### config.mk
export PLATFORM = sky130hd
export DESIGN_NAME = overwriting_frame_ring_log_flat
export DESIGN_NICKNAME = d
export VERILOG_FILES = /design/src/hdl/ofrl_pkg.sv /design/src/hdl/ofrl_if.sv /design/src/hdl/ofrl_ram.sv /design/src/hdl/ofrl_ctrl.sv /design/src/hdl/ofrl_dp.sv /design/src/hdl/overwriting_frame_ring_log.sv /design/src/flat_wrapper.sv
export SDC_FILE = /design/constraint.sdc
export NUM_CORES = 2
export LEC_CHECK = 0
export BUFFER_PORTS_ARGS = -buffer_cell sky130_fd_sc_hd__buf_4
export CORE_MARGIN = 2
export CORE_UTILIZATION = 50
export CTS_CLUSTER_DIAMETER = 30
export DETAILED_ROUTE_END_ITERATION = 8
export PLACE_DENSITY = 0.79
export SYNTH_ARGS = -nofsm -noshare
export SYNTH_HDL_FRONTEND = slang
export SYNTH_MEMORY_MAX_BITS = 65536
export SYNTH_SLANG_ARGS = --single-unit
### constraint.sdc
create_clock -name clk_i -period 5.6 [get_ports clk_i]
set_input_delay 0.56 -clock clk_i [delete_from_list [all_inputs] [get_ports clk_i]]
set_output_delay 0.56 -clock clk_i [all_outputs]
set_load 0.01 [all_outputs]
### src/hdl/ofrl_pkg.sv
`timescale 1ns / 1ps
package ofrl_pkg;

  localparam int RING_DEPTH   = 64;
  localparam int FRAME_BITS   = 64;
  localparam int COUNTER_BITS = 32;

  // fixed field widths of the request and result channels
  localparam int FUNC_W  = 2;
  localparam int DATA_W  = 64;
  localparam int STAT_W  = 2;
  localparam int IDX_W   = 6;
  localparam int FILL_W  = 7;
  localparam int TOTAL_W = 32;

  localparam int SLOT_W = $clog2(RING_DEPTH);
  localparam int CNT_W  = $clog2(RING_DEPTH + 1);
  localparam int DEST_W = SLOT_W + 1;
  localparam int RSUM_W = (DEST_W > IDX_W + 1) ? DEST_W : IDX_W + 1;
  localparam int ENTRY_W = FRAME_BITS + STAT_W;

  typedef enum logic [FUNC_W-1:0] {
    FUNC_APPEND = 2'd0,
    FUNC_READ   = 2'd1,
    FUNC_CLEAR  = 2'd2
  } ofrl_func_e;

  typedef enum logic [STAT_W-1:0] {
    ST_OK      = 2'd0,
    ST_CLAMPED = 2'd1,
    ST_INVALID = 2'd2,
    ST_REFUSED = 2'd3
  } ofrl_status_e;

  typedef enum logic {
    S_IDLE,
    S_RD_WAIT
  } ofrl_state_e;

  typedef struct packed {
    logic take_item;
    logic load_read;
  } ofrl_cmd_t;

  typedef struct packed {
    logic is_read;
  } ofrl_sts_t;

  typedef struct packed {
    logic               accepted;
    logic               found;
    logic [DATA_W-1:0]  frame_out;
    logic [STAT_W-1:0]  status_out;
    logic [FILL_W-1:0]  fill_count;
    logic [TOTAL_W-1:0] overwritten_total;
    logic [TOTAL_W-1:0] rejected_total;
    logic [TOTAL_W-1:0] clamped_total;
    logic [TOTAL_W-1:0] invalid_total;
    logic               evidence_incomplete;
  } ofrl_res_t;

  function automatic logic [COUNTER_BITS-1:0] sat_bump(input logic [COUNTER_BITS-1:0] v);
    logic [COUNTER_BITS-1:0] r;
    r = (v == {COUNTER_BITS{1'b1}}) ? v : v + COUNTER_BITS'(1);
    return r;
  endfunction

endpackage

### src/hdl/ofrl_if.sv
`timescale 1ns / 1ps
interface ofrl_req_if;
  logic        valid;
  logic        ready;
  logic [1:0]  func;
  logic [63:0] frame_data;
  logic [1:0]  pack_status;
  logic [5:0]  read_index;

  modport source (output valid, func, frame_data, pack_status, read_index, input ready);
  modport sink (input valid, func, frame_data, pack_status, read_index, output ready);
endinterface

interface ofrl_res_if;
  logic        valid;
  logic        ready;
  logic        accepted;
  logic        found;
  logic [63:0] frame_out;
  logic [1:0]  status_out;
  logic [6:0]  fill_count;
  logic [31:0] overwritten_total;
  logic [31:0] rejected_total;
  logic [31:0] clamped_total;
  logic [31:0] invalid_total;
  logic        evidence_incomplete;

  modport source (output valid, accepted, found, frame_out, status_out, fill_count,
                  overwritten_total, rejected_total, clamped_total, invalid_total,
                  evidence_incomplete, input ready);
  modport sink (input valid, accepted, found, frame_out, status_out, fill_count,
                overwritten_total, rejected_total, clamped_total, invalid_total,
                evidence_incomplete, output ready);
endinterface

### src/hdl/ofrl_ram.sv
`timescale 1ns / 1ps
module ofrl_ram #(
  parameter int WIDTH = 8,
  parameter int DEPTH = 16
) (
  input  logic                     clk_i,
  input  logic                     we_i,
  input  logic [$clog2(DEPTH)-1:0] waddr_i,
  input  logic [WIDTH-1:0]         wdata_i,
  input  logic                     re_i,
  input  logic [$clog2(DEPTH)-1:0] raddr_i,
  output logic [WIDTH-1:0]         rdata_o
);

  logic [WIDTH-1:0] mem_q [DEPTH];
  logic [WIDTH-1:0] rdata_q;

  always_ff @(posedge clk_i) begin
    if (we_i) begin
      mem_q[waddr_i] <= wdata_i;
    end
    if (re_i) begin
      rdata_q <= mem_q[raddr_i];
    end
  end

  assign rdata_o = rdata_q;

endmodule

### src/hdl/ofrl_ctrl.sv
`timescale 1ns / 1ps
module ofrl_ctrl (
  input  logic               clk_i,
  input  logic               rst_ni,
  input  logic               in_valid_i,
  output logic               in_ready_o,
  output logic               out_valid_o,
  input  logic               out_ready_i,
  input  ofrl_pkg::ofrl_sts_t sts_i,
  output ofrl_pkg::ofrl_cmd_t cmd_o
);
  import ofrl_pkg::*;

  ofrl_state_e state_q, state_d;
  logic        out_valid_q, out_valid_d;
  logic        out_free;

  assign out_free = !out_valid_q || out_ready_i;

  always_ff @(posedge clk_i or negedge rst_ni) begin
    if (!rst_ni) begin
      state_q     <= S_IDLE;
      out_valid_q <= 1'b0;
    end else begin
      state_q     <= state_d;
      out_valid_q <= out_valid_d;
    end
  end

  always_comb begin
    state_d       = state_q;
    out_valid_d   = out_valid_q && !out_ready_i;
    in_ready_o    = 1'b0;
    cmd_o         = '0;
    case (state_q)
      S_IDLE: begin
        in_ready_o      = out_free;
        cmd_o.take_item = in_valid_i && out_free;
        if (cmd_o.take_item) begin
          if (sts_i.is_read) begin
            // data comes back from the store's registered read port in the next cycle
            state_d = S_RD_WAIT;
          end else begin
            out_valid_d = 1'b1;
          end
        end
      end
      S_RD_WAIT: begin
        if (out_free) begin
          cmd_o.load_read = 1'b1;
          out_valid_d     = 1'b1;
          state_d         = S_IDLE;
        end
      end
      default: begin
        state_d = S_IDLE;
      end
    endcase
  end

  assign out_valid_o = out_valid_q;

  assert property (@(posedge clk_i) disable iff (!rst_ni)
    (state_q == S_RD_WAIT) |-> !out_valid_q)
    else $error("result pending while a read is outstanding");

  assert property (@(posedge clk_i) disable iff (!rst_ni)
    (cmd_o.take_item && sts_i.is_read) |=> (state_q == S_RD_WAIT))
    else $error("read request did not wait for store data");

  assert property (@(posedge clk_i) disable iff (!rst_ni)
    cmd_o.load_read |=> (out_valid_q && state_q == S_IDLE))
    else $error("read result not presented");

endmodule

### src/hdl/ofrl_dp.sv
`timescale 1ns / 1ps
module ofrl_dp (
  input  logic                clk_i,
  input  logic                rst_ni,
  input  logic [1:0]          func_i,
  input  logic [63:0]         frame_data_i,
  input  logic [1:0]          pack_status_i,
  input  logic [5:0]          read_index_i,
  input  ofrl_pkg::ofrl_cmd_t cmd_i,
  output ofrl_pkg::ofrl_sts_t sts_o,
  output ofrl_pkg::ofrl_res_t res_o
);
  import ofrl_pkg::*;

  logic [SLOT_W-1:0]       oldest_q, oldest_d;
  logic [CNT_W-1:0]        held_q, held_d;
  logic [COUNTER_BITS-1:0] ovw_q, ovw_d, rej_q, rej_d, clp_q, clp_d, inv_q, inv_d;
  logic                    found_q;
  ofrl_res_t               res_q;

  logic                    is_app, is_read, is_clear, stat_ok, full, wr_en, rd_en, found;
  logic [DEST_W-1:0]       dest_sum;
  logic [SLOT_W-1:0]       dest_slot, rd_slot;
  logic [RSUM_W-1:0]       rd_sum;
  logic [ENTRY_W-1:0]      rd_entry;

  assign is_app   = (func_i == FUNC_APPEND);
  assign is_read  = (func_i == FUNC_READ);
  assign is_clear = (func_i == FUNC_CLEAR);
  assign stat_ok  = (pack_status_i != ST_REFUSED);
  assign full     = (held_q == CNT_W'(RING_DEPTH));
  assign sts_o.is_read = is_read;

  // write slot: oldest + held, below twice the depth
  always_comb begin
    dest_sum = DEST_W'(oldest_q) + DEST_W'(held_q);
    if (dest_sum >= DEST_W'(RING_DEPTH)) begin
      dest_sum = dest_sum - DEST_W'(RING_DEPTH);
    end
    dest_slot = dest_sum[SLOT_W-1:0];
  end

  // read slot only matters when found, then the sum stays below twice the depth
  always_comb begin
    found  = RSUM_W'(read_index_i) < RSUM_W'(held_q);
    rd_sum = RSUM_W'(oldest_q) + RSUM_W'(read_index_i);
    if (rd_sum >= RSUM_W'(RING_DEPTH)) begin
      rd_sum = rd_sum - RSUM_W'(RING_DEPTH);
    end
    rd_slot = rd_sum[SLOT_W-1:0];
  end

  assign wr_en = cmd_i.take_item && is_app && stat_ok;
  assign rd_en = cmd_i.take_item && is_read;

  ofrl_ram #(
    .WIDTH (ENTRY_W),
    .DEPTH (RING_DEPTH)
  ) u_store (
    .clk_i   (clk_i),
    .we_i    (wr_en),
    .waddr_i (dest_slot),
    .wdata_i ({pack_status_i, frame_data_i[FRAME_BITS-1:0]}),
    .re_i    (rd_en),
    .raddr_i (rd_slot),
    .rdata_o (rd_entry)
  );

  always_comb begin
    oldest_d = oldest_q;
    held_d   = held_q;
    ovw_d    = ovw_q;
    rej_d    = rej_q;
    clp_d    = clp_q;
    inv_d    = inv_q;
    if (is_app) begin
      if (!stat_ok) begin
        rej_d = sat_bump(rej_q);
      end else begin
        if (full) begin
          oldest_d = (oldest_q == SLOT_W'(RING_DEPTH - 1)) ? '0 : oldest_q + SLOT_W'(1);
          ovw_d    = sat_bump(ovw_q);
        end else begin
          held_d = held_q + CNT_W'(1);
        end
        if (pack_status_i == ST_CLAMPED) begin
          clp_d = sat_bump(clp_q);
        end
        if (pack_status_i == ST_INVALID) begin
          inv_d = sat_bump(inv_q);
        end
      end
    end else if (is_clear) begin
      oldest_d = '0;
      held_d   = '0;
      ovw_d    = '0;
      rej_d    = '0;
      clp_d    = '0;
      inv_d    = '0;
    end
  end

  always_ff @(posedge clk_i or negedge rst_ni) begin
    if (!rst_ni) begin
      oldest_q <= '0;
      held_q   <= '0;
      ovw_q    <= '0;
      rej_q    <= '0;
      clp_q    <= '0;
      inv_q    <= '0;
    end else if (cmd_i.take_item) begin
      oldest_q <= oldest_d;
      held_q   <= held_d;
      ovw_q    <= ovw_d;
      rej_q    <= rej_d;
      clp_q    <= clp_d;
      inv_q    <= inv_d;
    end
  end

  always_ff @(posedge clk_i) begin
    if (rd_en) begin
      found_q <= found;
    end
    if (cmd_i.take_item && !is_read) begin
      res_q.accepted            <= is_app && stat_ok;
      res_q.found               <= 1'b0;
      res_q.frame_out           <= '0;
      res_q.status_out          <= '0;
      res_q.fill_count          <= FILL_W'(held_d);
      res_q.overwritten_total   <= TOTAL_W'(ovw_d);
      res_q.rejected_total      <= TOTAL_W'(rej_d);
      res_q.clamped_total       <= TOTAL_W'(clp_d);
      res_q.invalid_total       <= TOTAL_W'(inv_d);
      res_q.evidence_incomplete <= |{ovw_d, rej_d, clp_d, inv_d};
    end else if (cmd_i.load_read) begin
      res_q.accepted            <= 1'b0;
      res_q.found               <= found_q;
      res_q.frame_out           <= found_q ? DATA_W'(rd_entry[FRAME_BITS-1:0]) : '0;
      res_q.status_out          <= found_q ? rd_entry[ENTRY_W-1 -: STAT_W] : '0;
      res_q.fill_count          <= FILL_W'(held_q);
      res_q.overwritten_total   <= TOTAL_W'(ovw_q);
      res_q.rejected_total      <= TOTAL_W'(rej_q);
      res_q.clamped_total       <= TOTAL_W'(clp_q);
      res_q.invalid_total       <= TOTAL_W'(inv_q);
      res_q.evidence_incomplete <= |{ovw_q, rej_q, clp_q, inv_q};
    end
  end

  assign res_o = res_q;

  assert property (@(posedge clk_i) disable iff (!rst_ni)
    held_q <= CNT_W'(RING_DEPTH))
    else $error("fill count past ring depth");

  assert property (@(posedge clk_i) disable iff (!rst_ni)
    (cmd_i.take_item && is_clear) |=> (held_q == '0 && oldest_q == '0 && ovw_q == '0))
    else $error("clear left state behind");

  assert property (@(posedge clk_i) disable iff (!rst_ni)
    (cmd_i.take_item && is_app && stat_ok && full) |=> (held_q == CNT_W'(RING_DEPTH)))
    else $error("overwrite changed the fill count");

endmodule

### src/hdl/overwriting_frame_ring_log.sv
// Results: append, clear and unused codes register theirs in the cycle after being taken;
//   a read passes the store's registered read port first. One non-read request per cycle
//   is taken unless results stall; a read blocks new requests until its result is loaded.
// Reset (async, active low) empties the ring and zeroes the counters; store contents
//   are not cleared and are reached only once written again.
`timescale 1ns / 1ps
module overwriting_frame_ring_log (
  input logic        clk_i,
  input logic        rst_ni,
  ofrl_req_if.sink   req_i,
  ofrl_res_if.source res_o
);
  import ofrl_pkg::*;

  ofrl_cmd_t cmd;
  ofrl_sts_t sts;
  ofrl_res_t res;

  ofrl_ctrl u_ctrl (
    .clk_i       (clk_i),
    .rst_ni      (rst_ni),
    .in_valid_i  (req_i.valid),
    .in_ready_o  (req_i.ready),
    .out_valid_o (res_o.valid),
    .out_ready_i (res_o.ready),
    .sts_i       (sts),
    .cmd_o       (cmd)
  );

  ofrl_dp u_dp (
    .clk_i         (clk_i),
    .rst_ni        (rst_ni),
    .func_i        (req_i.func),
    .frame_data_i  (req_i.frame_data),
    .pack_status_i (req_i.pack_status),
    .read_index_i  (req_i.read_index),
    .cmd_i         (cmd),
    .sts_o         (sts),
    .res_o         (res)
  );

  assign res_o.accepted            = res.accepted;
  assign res_o.found               = res.found;
  assign res_o.frame_out           = res.frame_out;
  assign res_o.status_out          = res.status_out;
  assign res_o.fill_count          = res.fill_count;
  assign res_o.overwritten_total   = res.overwritten_total;
  assign res_o.rejected_total      = res.rejected_total;
  assign res_o.clamped_total       = res.clamped_total;
  assign res_o.invalid_total       = res.invalid_total;
  assign res_o.evidence_incomplete = res.evidence_incomplete;

endmodule
### src/flat_wrapper.sv
// flat-port wrapper written by rule: the top's interface ports become plain ports
module overwriting_frame_ring_log_flat import ofrl_pkg::*;
  (clk_i, rst_ni, req_i_valid, req_i_func, req_i_frame_data, req_i_pack_status, req_i_read_index, req_i_ready, res_o_valid, res_o_accepted, res_o_found, res_o_frame_out, res_o_status_out, res_o_fill_count, res_o_overwritten_total, res_o_rejected_total, res_o_clamped_total, res_o_invalid_total, res_o_evidence_incomplete, res_o_ready);
  ofrl_req_if req_i_i ();
  ofrl_res_if res_o_i ();
  input logic clk_i;
  input logic rst_ni;
  input wire logic [$bits(req_i_i.valid)-1:0] req_i_valid;
  input wire logic [$bits(req_i_i.func)-1:0] req_i_func;
  input wire logic [$bits(req_i_i.frame_data)-1:0] req_i_frame_data;
  input wire logic [$bits(req_i_i.pack_status)-1:0] req_i_pack_status;
  input wire logic [$bits(req_i_i.read_index)-1:0] req_i_read_index;
  output wire logic [$bits(req_i_i.ready)-1:0] req_i_ready;
  output wire logic [$bits(res_o_i.valid)-1:0] res_o_valid;
  output wire logic [$bits(res_o_i.accepted)-1:0] res_o_accepted;
  output wire logic [$bits(res_o_i.found)-1:0] res_o_found;
  output wire logic [$bits(res_o_i.frame_out)-1:0] res_o_frame_out;
  output wire logic [$bits(res_o_i.status_out)-1:0] res_o_status_out;
  output wire logic [$bits(res_o_i.fill_count)-1:0] res_o_fill_count;
  output wire logic [$bits(res_o_i.overwritten_total)-1:0] res_o_overwritten_total;
  output wire logic [$bits(res_o_i.rejected_total)-1:0] res_o_rejected_total;
  output wire logic [$bits(res_o_i.clamped_total)-1:0] res_o_clamped_total;
  output wire logic [$bits(res_o_i.invalid_total)-1:0] res_o_invalid_total;
  output wire logic [$bits(res_o_i.evidence_incomplete)-1:0] res_o_evidence_incomplete;
  input wire logic [$bits(res_o_i.ready)-1:0] res_o_ready;
  assign req_i_i.valid = req_i_valid;
  assign req_i_i.func = req_i_func;
  assign req_i_i.frame_data = req_i_frame_data;
  assign req_i_i.pack_status = req_i_pack_status;
  assign req_i_i.read_index = req_i_read_index;
  assign req_i_ready = req_i_i.ready;
  assign res_o_valid = res_o_i.valid;
  assign res_o_accepted = res_o_i.accepted;
  assign res_o_found = res_o_i.found;
  assign res_o_frame_out = res_o_i.frame_out;
  assign res_o_status_out = res_o_i.status_out;
  assign res_o_fill_count = res_o_i.fill_count;
  assign res_o_overwritten_total = res_o_i.overwritten_total;
  assign res_o_rejected_total = res_o_i.rejected_total;
  assign res_o_clamped_total = res_o_i.clamped_total;
  assign res_o_invalid_total = res_o_i.invalid_total;
  assign res_o_evidence_incomplete = res_o_i.evidence_incomplete;
  assign res_o_i.ready = res_o_ready;
  overwriting_frame_ring_log u_core (.clk_i(clk_i), .rst_ni(rst_ni), .req_i(req_i_i), .res_o(res_o_i));
endmodule
==> flow_summary.toml <==
[power]
p_switching_mw = 25.25
vdd_drop_max_uv = 495.7
cellLeakagePower_nw = 70.89
powerDensity_nw_per_um2 = 452.0
netSwitchingFraction_pct = 25.69
cellInternalPower_mw = 73.02
p_clk_share_pct = 48.3
combPwrFrac_pct = 12.5
pwr-share-seq_pct = 39.3

[sta]
rsz0062_at_grt = "false"
finalSetupViolCount = 0
setup_slack_ns = 0.9118
fin_crit_ns = 4.688
relSlewSlack_pct = -0.1671
hold_violations = 0
fin_skew_ns = 0.1252
setup_tns_ns = 0
drv_slew = 1
tightest_slew_ns = 1.484
fmax_ghz = 0.2133
timing.final.crit_share_pct = 83.72

[route]
drc = 0
routed_via_density = 7.071
vias = 103700
dr.pass1.iters = 8
drt-initial-drc-count = 18660
wl_um = 602900
wl_per_cell_um = 41.09
drtAntennaViolNets = 0

[yosys]
syn-cell-area_um2 = 181100
avgSynthCellArea_um2 = 21.53
synth_edf_count = 4428
synth_flop_cell = "edfxtp_1"
synthArstFlopShare_pct = 3.083
syn_nets = 8516
ys_ff_latch = 4638
synth_cells = 8410
seq_area_frac_synth_pct = 76.14
ys_warn_count = 0
yosysUniqueCellTypes = 78

[worst_hold_path]
min_path_type = "input port to register"

[cells_and_area]
final_cells = 14670
n_fill_cell = 22660
layout-drive-gt1-share_pct = 32.68
syn2layout_area_growth_pct = 20.06
nets = 9359

[placement]
place_ws_ns = 0.9051
routabilityCongestion = 0.9239
dpl.hpwl_um = 266800
portBuffers = 283
place_inst = 13240

[global_routing]
antenna_found_initial = 45
grt_util_all_layers_pct = 32.69
grt_pass1_vias = 104000
grt_max_degree = 125
grt_pass1_wl_um = 830800
grt_remaining_overflow = 0

[run]
drv_cap = 1

[critical_path]
worstPathRequired_ns = 6.27
path_max_fanout = 32
crit_arrival_ns = 5.36
startpoint_type = "register"
crit_type = "register to register"
cp-end-kind = "register"

[run_status]
outcome = "complete, but fails checks"
violations = "capacitance limit, slew limit"

[clock_tree]
postCtsSetupBuffers = 0
root_buffer = "clkbuf_16"
cts_buffers = 730
clk_latency_ns = 1.13
h-tree-depth = 6
path_clk_slew_ns = 0.06
cts_resized = 0
clock_sinks = 4638
clock_path_buffers = 4
tritoncts = "built"
hold_buffers = 57

[die]
dieArea_um2 = 367000
start_util_pct = 50.33
die_w_um = 605.8
io_pins = 284
coreArea_um2 = 359800
die_h_um = 605.8
rows = 220
## layout by cell type (no fill, tap or decap), drive strengths merged, types with 75 or more instances in the layout
cell type	n
clkbuf	798
a21oi	146
bufinv	86
nor2b	75
edfxtp	4428
a22o	126
buf	563
clkinv	268
o21ai	165
dfrtp	143
mux4	1320
nand2	428
inv	160
nor2	214
## flip-flops by register name (all words and copies together) (netlist names)
register and cells:
u_core.u_dp.ovw_q 32, u_core.u_dp.oldest_q 6, u_core.u_dp.found_q 1, u_core.u_ctrl.out_valid_o 1
u_core.u_dp.held_q 7, u_core.u_dp.u_store.mem_q 4224, u_core.u_dp.res_o 204, u_core.u_ctrl.state_q 1
u_core.u_dp.clp_q 32, u_core.u_dp.rej_q 32, u_core.u_dp.u_store.rdata_o 66, u_core.u_dp.inv_q 32
## power by group through the flow
stage	sequential [mW]	clock (mW)	combinational, mW
global route	38.6	48.8	12.7
finish	38.6	47.4	12.3
floorplan	39.2	0	8.09
CTS	38.6	47.5	12.3
detailed placement	39.3	0	11.5
global placement	39.2	0	11.2
## metal layers
layer	vias up	global-route usage [%]	share of wire (%)
met5	-	0	0.035
met4	32	20.62	7.7
met3	2436	8.734	14
met2	10690	51.83	47
met1	53280	40.19	31
li1	37310	-	-
## per-stage QoR
step	instance area (um^2)	hold slack (ns)	util (%)	power, mW
finish	217400	0.03879	60.43	98.27
global route	217400	0.05479	60.42	100.1
CTS	217400	0.004222	60.42	98.35
detailed placement	191200	0.4501	53.16	50.77
global placement	191200	0.4399	53.16	50.47
floorplan	181100	0.2644	-	47.31
## cell families (layout without fill, tap and decap cells)
group | Yosys count | count (layout) | share of synthesized area [%]
compound gates | 638 | 638 | 2.333
simple gates | 1076 | 1076 | 2.869
other cells | 0 | 19 | 0
fa+ha+maj | 28 | 28 | 0.2018
mux | 1392 | 1392 | 16.82
buf+inv | 533 | 2004 | 1.129
flops | 4638 | 4638 | 76.14
xor+xnor | 105 | 105 | 0.5078
## layout make-up
cell class	instances	area (um^2)	share of cell area, %
sequential	4638	137900	63.42
multi-input combinational	3239	41730	19.19
clock buffer	798	18780	8.640
clock inverter	562	6771	3.115
timing repair buffer	620	6127	2.818
tap	4773	5972	2.747
inverter	24	95.09	0.04374
antenna	19	47.55	0.02187
## worst max-delay path: stages (launching register included)
cell      delay [ns]
dfrtp_1         0.57
ha_1            0.30
a21o_1          0.16
a21oi_1         0.30
o21bai_1        0.11
a21oi_1         0.48
xor2_1          0.36
nand2_1         0.56
nor2_4          0.96
buf_12          0.43
## worst paths after layout
path | from | end | slack, ns | cells after the start
setup / recovery | u_core.u_dp.oldest_q[1]$_DFFE_PN0P_ | u_core.u_dp.u_store.mem_q[51][1]$_DFFE_PP_ | 0.91 | 9
hold / removal | req_i_frame_data[24] | u_core.u_dp.u_store.mem_q[20][24]$_DFFE_PP_ | 0.04 | 1
setup reg to reg | u_core.u_dp.oldest_q[1]$_DFFE_PN0P_ | u_core.u_dp.u_store.mem_q[51][1]$_DFFE_PP_ | 0.91 | 9
hold reg to reg | u_core.u_dp.res_o[202]$_SDFFE_PP0P_ | u_core.u_dp.res_o[202]$_SDFFE_PP0P_ | 0.47 | 1
max in group asynchronous | rst_ni | u_core.u_dp.inv_q[4]$_DFFE_PN0P_ | 3.96 | 3
min in group asynchronous | rst_ni | u_core.u_dp.clp_q[19]$_DFFE_PN0P_ | 0.23 | 2
## synth_stat cells, drive strengths merged (19+ instances only)
library cell  number  area share, %
mux4            1320             16
and2              19          0.066
clkbuf           352           0.73
edfxtp          4428             73
buf              157           0.35
nor4              54           0.22
nor2b             75           0.26
a211oi            72           0.31
xor2              63           0.30
nand4             68           0.25
nor3              31          0.086
xnor2             42           0.20
nor2             214           0.44
dfrtp            143            2.0
a22o             126           0.61
nand2            428           0.89
o21ai            165           0.46
inv               23          0.048
nand3             73           0.20
and3              33           0.12
a21oi            146           0.40
and4              21           0.10
ha                26           0.18
o31ai             42           0.17
mux2i             71           0.39
dfxtp             67           0.74
Power figures use the tool's default switching activity.
